<file path="config.mk">
export PLATFORM = sky130hd
export DESIGN_NAME = sct_ctrl
export DESIGN_NICKNAME = d
export VERILOG_FILES = /design/src/sct_pkg.sv /design/src/sct_ctrl.sv
export SDC_FILE = /design/constraint.sdc
export NUM_CORES = 1
export LEC_CHECK = 0
export BUFFER_PORTS_ARGS = -buffer_cell sky130_fd_sc_hd__buf_4
export CORE_AREA = 2 2 39 41
export DETAILED_ROUTE_END_ITERATION = 7
export DIE_AREA = 0 0 41 43
export SLEW_MARGIN = 20
export SYNTH_ARGS = -nofsm -noshare
export SYNTH_HDL_FRONTEND = slang
export SYNTH_SLANG_ARGS = --single-unit
</file>
<file path="constraint.sdc">
create_clock -name clock -period 1.6 [get_ports clock]
set_input_delay 0.32 -clock clock [delete_from_list [all_inputs] [get_ports clock]]
set_output_delay 0.32 -clock clock [all_outputs]
set_load 0.05 [all_outputs]
</file>
<file path="src/sct_pkg.sv">
// Shared types and constants for the sorted code table search block.
`default_nettype none

package sct_pkg;

   // Widths of the fields that travel on the ports.
   localparam int MODE_W  = 2;
   localparam int INDEX_W = 10;
   localparam int CODE_W  = 21;
   localparam int COUNT_W = 11;
   localparam int OFFS_W  = 14;

   // Item modes.
   localparam logic [MODE_W-1:0] MODE_LOAD   = 2'd0;
   localparam logic [MODE_W-1:0] MODE_SEARCH = 2'd1;
   localparam logic [MODE_W-1:0] MODE_READ   = 2'd2;

   typedef struct packed {
      logic [MODE_W-1:0]  mode;
      logic [INDEX_W-1:0] entry_index;
      logic [CODE_W-1:0]  entry_code;
      logic [CODE_W-1:0]  search_code;
   } req_type;

   typedef struct packed {
      logic               found;
      logic [INDEX_W-1:0] match_position;
      logic [OFFS_W-1:0]  bitmap_offset;
      logic [CODE_W-1:0]  read_code;
      logic               out_of_range;
   } rsp_type;

   // Which result the datapath captures.
   typedef enum logic [1:0] {
      RES_ZERO = 2'd0,
      RES_OOR  = 2'd1,
      RES_READ = 2'd2,
      RES_HIT  = 2'd3
   } res_kind_type;

   // Commands from the controller to the datapath.
   typedef struct packed {
      logic         table_write;
      logic         init_search;
      logic         step_search;
      logic         res_load;
      res_kind_type res_kind;
   } cmd_type;

   // Status from the datapath to the controller.
   typedef struct packed {
      logic is_load;
      logic is_search;
      logic is_read;
      logic table_empty;
      logic read_oor;
      logic hit;
      logic more;
   } status_type;

endpackage

`default_nettype wire

</file>
<file path="src/sct_ctrl.sv">
// Controller state machine of the sorted code table search.
`default_nettype none

module sct_ctrl (
   input  wire logic                clock,
   input  wire logic                reset,
   input  wire logic                start,
   input  wire sct_pkg::status_type status,
   output sct_pkg::cmd_type         cmd,
   output logic                     busy,
   output logic                     rsp_valid
);

   typedef enum logic [2:0] {
      ST_IDLE   = 3'b001,
      ST_SEARCH = 3'b010,
      ST_READ   = 3'b100
   } state_type;

   state_type state_ff, state_in;
   logic      rsp_valid_ff, rsp_valid_in;
   logic      accept;

   assign busy   = state_ff != ST_IDLE;
   assign accept = start && !busy;

   always_comb begin
      state_in     = state_ff;
      rsp_valid_in = 1'b0;
      cmd          = '0;
      cmd.res_kind = sct_pkg::RES_ZERO;
      case (state_ff)
         ST_IDLE: begin
            if (start) begin
               if (status.is_search) begin
                  if (status.table_empty) begin
                     cmd.res_load = 1'b1;
                     rsp_valid_in = 1'b1;
                  end else begin
                     cmd.init_search = 1'b1;
                     state_in        = ST_SEARCH;
                  end
               end else if (status.is_read) begin
                  if (status.read_oor) begin
                     cmd.res_load = 1'b1;
                     cmd.res_kind = sct_pkg::RES_OOR;
                     rsp_valid_in = 1'b1;
                  end else begin
                     state_in = ST_READ;
                  end
               end else begin
                  cmd.table_write = status.is_load;
                  cmd.res_load    = 1'b1;
                  rsp_valid_in    = 1'b1;
               end
            end
         end
         ST_SEARCH: begin
            if (status.hit) begin
               cmd.res_load = 1'b1;
               cmd.res_kind = sct_pkg::RES_HIT;
               rsp_valid_in = 1'b1;
               state_in     = ST_IDLE;
            end else if (!status.more) begin
               cmd.res_load = 1'b1;
               rsp_valid_in = 1'b1;
               state_in     = ST_IDLE;
            end else begin
               cmd.step_search = 1'b1;
            end
         end
         ST_READ: begin
            cmd.res_load = 1'b1;
            cmd.res_kind = sct_pkg::RES_READ;
            rsp_valid_in = 1'b1;
            state_in     = ST_IDLE;
         end
         default: begin
            state_in = ST_IDLE;
         end
      endcase
   end

   always_ff @(posedge clock) begin
      if (reset) begin
         state_ff     <= ST_IDLE;
         rsp_valid_ff <= 1'b0;
      end else begin
         state_ff     <= state_in;
         rsp_valid_ff <= rsp_valid_in;
      end
   end

   assign rsp_valid = rsp_valid_ff;

`ifndef SYNTH
   // A result only follows an accepted item or the last cycle of a multi-cycle item.
   a_rsp_has_cause: assert property (@(posedge clock) disable iff (reset)
      rsp_valid_ff |-> ($past(accept) || $past(state_ff != ST_IDLE)))
      else $error("result strobe without a transfer in progress");

   // A table read always completes in the following cycle.
   a_read_one_cycle: assert property (@(posedge clock) disable iff (reset)
      (state_ff == ST_READ) |=> (rsp_valid_ff && state_ff == ST_IDLE))
      else $error("read did not complete after one cycle");

   // Leaving the search state always comes with a result.
   a_search_ends_with_rsp: assert property (@(posedge clock) disable iff (reset)
      (state_ff == ST_SEARCH && state_in == ST_IDLE) |=> rsp_valid_ff)
      else $error("search ended without a result");

   // A search on a non-empty table enters the probe loop.
   a_search_starts: assert property (@(posedge clock) disable iff (reset)
      (accept && status.is_search && !status.table_empty) |=> (state_ff == ST_SEARCH))
      else $error("search did not start");
`endif

endmodule

`default_nettype wire

</file>
==> flow_summary_export.csv, run 1 <==
group,metric,value,unit
cells_and_area,area_growth,108,%
cells_and_area,fill_cells,143,
grt,grt-ovfl-total,0,
timing,setup_slack,-0.252,ns
floorplan,rows,14,
power_and_ir_drop,cellPowerDensity,646,nW/µm²
critical_path,crit_fanout,4,
critical_path,crit_type,"reg2out",
synth,synth_edf_count,0,
run_status,status,"complete, but fails checks",
critical_path,worstSetupEndpointType,"primary output",
routing,vias,351,
power_and_ir_drop,power_leakage,0.274,nW
timing,hold_viol,0,
grt,grt_pass1_wl,1120,µm
synth,syn_area,290,µm²
place,dp.cells,75,
timing,maxSlewViolCount,0,
cells_and_area,finish.net_count,75,
power_and_ir_drop,peakVddDrop,0.541,mV
clocking,cts_tree,"done",
synth,syn_area_per_cell,8.29,µm²
grt,track_usage,0.0974,
critical_path,critPathSlowestCell,"or3b_4",
place,port_buffers,17,
job,drv_cap,0,
cells_and_area,multiInputGateArea,239,µm²
timing,whs,0.276,ns
floorplan,start_util,0.210,
timing,tns,-0.760,ns
clocking,cts-root-buf,"clkbuf_4",
timing,setup_viol_count_final,5,
power_and_ir_drop,internal-power,0.000270,W
timing,fin_crit_sh,1.16,
critical_path,worstPathArrival,1.53,ns
routing,ant_nets,0,
hold_path,hold_class,"in2reg",
place,dp_worst_setup_slack,-0.0484,ns
clocking,cts_buffer_depth,2,
clocking,clkTransAtPathRegs,0.04,ns
synth,yosys.area.top_type,"dfxtp_1",
routing,drc,0,
clocking,worstSkewPairLatency,0.24,ns
synth,synth-seq-cells,4,
floorplan,die_y,43,µm
critical_path,crit_chain,"or3b_4 > or2_4 > o22ai_2 > buf_6",
synth,synth.distinct_cells,18,
routing,firstDrtPassIters,3,
synth,synth_area_leaders,"dfxtp_1 (28%), nand2b_1 (11%), or3b_1 (6.0%)",
cells_and_area,diodes,0,
place,gp_congestion,0.756,
synth,postSynth.asyncResetShare,0,
power_and_ir_drop,switching_share,0.310,
grt,grt_max_degree,7,
power_and_ir_drop,pwr-share-seq,0.277,
cells_and_area,ff_latch_area,86.3,µm²
cells_and_area,final_util,0.437,
critical_path,max_stage_delay,0.37,ns
clocking,cts_buffers,3,
grt,grt_pass1_vias,317,
timing,fmax,0.540,GHz
routing,wire_per_inst,10.4,µm
critical_path,startpoint_type,"register",
critical_path,path_buf_inv,1,
power_and_ir_drop,power_frac_clock,0.354,
synth,netlist_instances,35,
place,dp_hpwl,621,µm
floorplan,io_pins,18,
floorplan,core_area,1380,µm²
routing,drt-total-wl,830,µm
timing,tightest_slew,0.376,ns
routing,drt-initial-drc-count,4,
synth,yosysMostFrequentCell,"nand2b_1",
timing,grt_setup_unrepaired,"yes",
power_and_ir_drop,p_sw,0.000121,W
synth,synth_ff_type,"dfxtp_1",
floorplan,die_w,41,µm
synth,synth-seq-area-share,0.276,
critical_path,cp.required,1.28,ns
floorplan,die_area,1760,µm²
synth,syn-num-nets,45,
clocking,cts.sinks,4,
clocking,htreeDepth,1,
cells_and_area,drive_gt1_frac,0.719,
cells_and_area,final-instance-count-excl-fill,80,
critical_path,path_delay_family,"simple AND/OR/NAND/NOR gates",
run_status,failed_checks,"negative setup slack",
timing,finClkSkew,0.0106,ns
synth,synth_top_area_share,0.276,
power_and_ir_drop,comb_power_share,0.369,
grt,antenna_found_initial,0,
timing,min_period,1.85,ns
synth,ys_warn_count,0,
synth,synth.cells.most_frequent,"nand2b_1 (5), dfxtp_1 (4), inv_1 (3), nand2_1 (3)",
routing,via_per_inst,4.39,
timing,timing.slew.headroom,0.746,
[layout by cell type, fill, tap and decap left out, types with 2 or more instances in the layout]
cell type | synthesis | final
buf_6 | 0 | 5
clkbuf_4 | 0 | 3
buf_4 | 1 | 20
nand2_1 | 3 | 2
nand2b_1 | 5 | 5
or3b_4 | 0 | 2
o21ai_0 | 2 | 2
dfxtp_2 | 0 | 2
inv_1 | 3 | 2
o22ai_2 | 0 | 2
[routing by layer]
layer / vias to the layer above / track usage / share of wire
li1: 182 / - / -
met5: - / 0 / 0
met2: 11 / 0.150 / 0.52
met4: 0 / 0.0200 / 0
met1: 158 / 0.109 / 0.41
met3: 0 / 0.0628 / 0.075
[stage by stage]
step	power, W	cell area [µm²]
after floorplan	0.000184	308
after global placement	0.000241	508
after detailed placement	0.000241	508
after CTS	0.000393	584
after global routing	0.000413	604
final	0.000390	604
[cell type report]
class                           instances  area share
Sequential cell                         4       0.143
Clock buffer                            4      0.0435
Inverter                                3      0.0186
Multi-Input combinational cell         27       0.395
Tap cell                               16      0.0331
Timing Repair Buffer                   26       0.366
[what timing repair did]
item / in CTS / in global routing
hold endpoints to repair: 0 / 0
setup buffers: 1 / 0
endpoints found under the setup margin: 7 / 7
gates resized for setup: 13 / 5
hold buffers: 0 / 0
pin swaps: 2 / 2
[worst reg2reg max path: cells and delay by family (launching register included)]
| kind | cells | cell delay, ns |
|---|---|---|
| simple gates | 2 | 0.50 |
| compound gates | 1 | 0.34 |
| flops | 1 | 0.33 |
| buf+inv | 2 | 0.27 |
[final timing paths]
| path | start | to | slack [ns] | cells past startpoint |
|---|---|---|---|---|
| worst min register to register | state_ff[0] | state_ff[0] | 0.64 | 2 |
| worst max register to register | state_ff[2] | state_ff[0] | 0.07 | 5 |
| worst max-delay path | state_ff[0] | cmd[2] | -0.25 | 4 |
| worst min-delay path | reset | state_ff[1] | 0.28 | 2 |
[power groups by stage]
stage | logic (W) | clock network [W] | registers [W]
finish | 0.000144 | 0.000138 | 0.000108
detailed placement | 0.000132 | 0 | 0.000109
CTS | 0.000141 | 0.000144 | 0.000108
global placement | 0.000133 | 0 | 0.000108
floorplan | 0.0000684 | 0 | 0.000115
global route | 0.000152 | 0.000152 | 0.000108
[flip-flops by register name, indices dropped and copies added, names as in the netlist]
| name | cells |
|---|---|
| rsp_valid | 1 |
| state_ff | 3 |
[cell families after synthesis]
kind of cell,after synthesis,synth area share
and+or+nand+nor,18,0.431
AOI/OAI and AO/OA,9,0.228
buffers and inverters,4,0.0647
DFF,4,0.276
(Power assumes the default switching activity.)
==> run 2: changes to the inputs <==
--- a/config.mk
+++ b/config.mk
@@ -5,10 +5,11 @@
 export SDC_FILE = /design/constraint.sdc
 export NUM_CORES = 1
 export LEC_CHECK = 0
+export ABC_AREA = 1
 export BUFFER_PORTS_ARGS = -buffer_cell sky130_fd_sc_hd__buf_4
-export CORE_AREA = 2 2 39 41
+export CORE_AREA = 5 5 42 44
 export DETAILED_ROUTE_END_ITERATION = 7
-export DIE_AREA = 0 0 41 43
+export DIE_AREA = 0 0 47 49
 export SLEW_MARGIN = 20
 export SYNTH_ARGS = -nofsm -noshare
 export SYNTH_HDL_FRONTEND = slang
==> flow_summary_export.csv, run 2 <==
group,metric,value,unit
critical_path,path_buf_inv,3,
floorplan,die_w,47,µm
synth,synth_area_leaders,"dfxtp_1 (26%), nand2_1 (17%), inv_1 (11%)",
place,dp_hpwl,648,µm
critical_path,critPathSlowestCell,"dfxtp_2",
timing,timing.slew.headroom,0.862,
floorplan,rows,14,
routing,wl_met2,457,µm
hold_path,timing.hold.worst_path_depth,2,
critical_path,reg2reg_from,"state_ff[1]",
timing,min_period,1.55,ns
timing,fmax,0.647,GHz
synth,synth_edf_count,0,
floorplan,core_area,1400,µm²
floorplan,die_area,2300,µm²
cells_and_area,diodes,0,
clocking,cts_buffer_depth,2,
timing,maxSlewViolCount,0,
cells_and_area,largest_register_ffs,3,
synth,syn_area_per_cell,6.21,µm²
cells_and_area,multiInputGateArea,200,µm²
place,gp_congestion,0.759,
power_and_ir_drop,cellPowerDensity,693,nW/µm²
routing,drt-met1-wl,316,µm
synth,syn-num-nets,60,
critical_path,worst_r2r_endpoint,"state_ff[0]",
routing,firstDrtPassIters,2,
cells_and_area,drive_gt1_frac,0.500,
power_and_ir_drop,power_leakage,0.302,nW
critical_path,rr_worst_depth,5,
critical_path,reg2reg_slack,0.65,ns
hold_path,min_to,"rsp_valid",
synth,yosys.area.top_type,"dfxtp_1",
synth,synth_top_area_share,0.258,
cells_and_area,final-instance-count-excl-fill,88,
synth,synth_ff_type,"dfxtp_1",
timing,hold_viol,0,
cells_and_area,ff_latch_area,83.8,µm²
cells_and_area,finish.net_count,84,
job,drv_cap,0,
floorplan,die_y,49,µm
hold_path,worstHoldStart,"reset",
synth,synth-seq-cells,4,
routing,wire_per_inst,9.19,µm
synth,postSynth.asyncResetShare,0,
critical_path,startpoint_type,"register",
timing,fin_crit_sh,0.966,
clocking,clkTransAtPathRegs,0.04,ns
routing,drc,0,
grt,grt-ovfl-total,0,
timing,setup_slack,0.0543,ns
cells_and_area,stdcell_area,536,µm²
synth,ys_warn_count,0,
timing,finClkSkew,0.00222,ns
routing,dr_wl_met3,36,µm
grt,grt_pass1_vias,376,
clocking,htreeDepth,1,
routing,maxUsedRoutingLayer,"met3",
critical_path,worstPathArrival,1.23,ns
place,dp_worst_setup_slack,0.179,ns
grt,grt_pass1_wl,1330,µm
critical_path,startpoint,"state_ff[1]",
synth,synth.cells.most_frequent,"nand2_1 (14), inv_1 (9), nor2_1 (6), dfxtp_1 (4), nand3_1 (3)",
place,port_buffers,17,
cells_and_area,area_growth,72.6,%
grt,track_usage,0.0788,
grt,grt_max_degree,7,
grt,antenna_found_initial,0,
cells_and_area,layout_commonest_cell,"buf_4",
timing,tightest_slew,0.206,ns
power_and_ir_drop,finalPower,0.000371,W
floorplan,io_pins,18,
synth,synth-seq-area-share,0.258,
critical_path,crit_chain,"inv_4 > nand3_4 > buf_4 > nor3_4 > buf_6",
place,dp.cells,82,
critical_path,cp.required,1.28,ns
timing,setup_viol_count_final,0,
synth,synth.distinct_cells,14,
critical_path,max_stage_delay,0.33,ns
clocking,cts_buffers,3,
synth,syn_area,310,µm²
clocking,worstSkewPairLatency,0.23,ns
routing,drt-initial-drc-count,3,
routing,via_per_inst,4.19,
synth,netlist_instances,50,
timing,whs,0.272,ns
power_and_ir_drop,peakVddDrop,0.289,mV
critical_path,path_delay_family,"buffers and inverters",
floorplan,start_util,0.221,
place,place_area,462,µm²
cells_and_area,fill_cells,160,
cells_and_area,final_cell_mix,"buf_4 (16), nand2_1 (14), inv_1 (9)",
routing,vias,369,
clocking,cts.sinks,4,
clocking,cts_tree,"done",
critical_path,worstSetupEndpointType,"primary output",
critical_path,crit_type,"reg2out",
routing,drt-total-wl,809,µm
critical_path,crit_fanout,4,
routing,ant_nets,0,
clocking,cts-root-buf,"clkbuf_4",
synth,yosysMostFrequentCell,"nand2_1",
hold_path,hold_class,"in2reg",
run_status,status,"finished, final reports clean",
cells_and_area,regMostFlops,"state_ff",
timing,grt_setup_unrepaired,"yes",
-- run 2: cells by family (layout without fill, tap and decap cells) --
| kind of cell | Yosys count | count (layout) | share of synthesized area |
|---|---|---|---|
| AOI/OAI and AO/OA | 3 | 3 | 0.0605 |
| buffers and inverters | 12 | 34 | 0.157 |
| DFF | 4 | 4 | 0.258 |
| and+or+nand+nor | 31 | 31 | 0.524 |
-- run 2: final cells by class --
cell class	instances	share of cell area
Timing Repair Buffer	20	0.308
Inverter	11	0.0818
Clock buffer	3	0.0421
Sequential cell	4	0.157
Tap cell	16	0.0374
Multi-Input combinational cell	34	0.374
-- run 2: per-layer routing --
layer  vias up  track usage
li1        196            -
met1       162       0.0875
met2        11        0.124
met3         0       0.0185
met4         0       0.0553
met5         -            0
-- run 2: repair_timing --
item,CTS,global route
hold buffers,0,0
setup endpoints to repair,2,3
buffers inserted,0,3
resized for setup,2,8
pin swaps,0,3
-- run 2: through the flow --
stage | setup TNS (ns) | utilization
final | 0 | 0.382
after global routing | -0.0949 | 0.382
after CTS | 0 | 0.350
after detailed placement | 0 | 0.329
after global placement | 0 | 0.329
after floorplan | 0 | -
-- run 2: worst max path at each step --
stage / to / slack, ns / cells after the start
final: cmd[5] / 0.05 / 5
after global routing: cmd[0] / -0.04 / 6
after CTS: cmd[0] / 0.01 / 6
after detailed placement: cmd[2] / 0.18 / 6
after global placement: cmd[2] / 0.19 / 6
after floorplan: cmd[0] / 0.08 / 4
-- run 2: report_power, final --
group | internal (W) | leakage [nW] | switching [W]
Sequential | 0.000106 | 0.0332 | 0.00000567
Clock | 0.0000835 | 0.0138 | 0.0000349
Combinational | 0.0000582 | 0.255 | 0.0000825
Total | 0.000248 | 0.302 | 0.000123
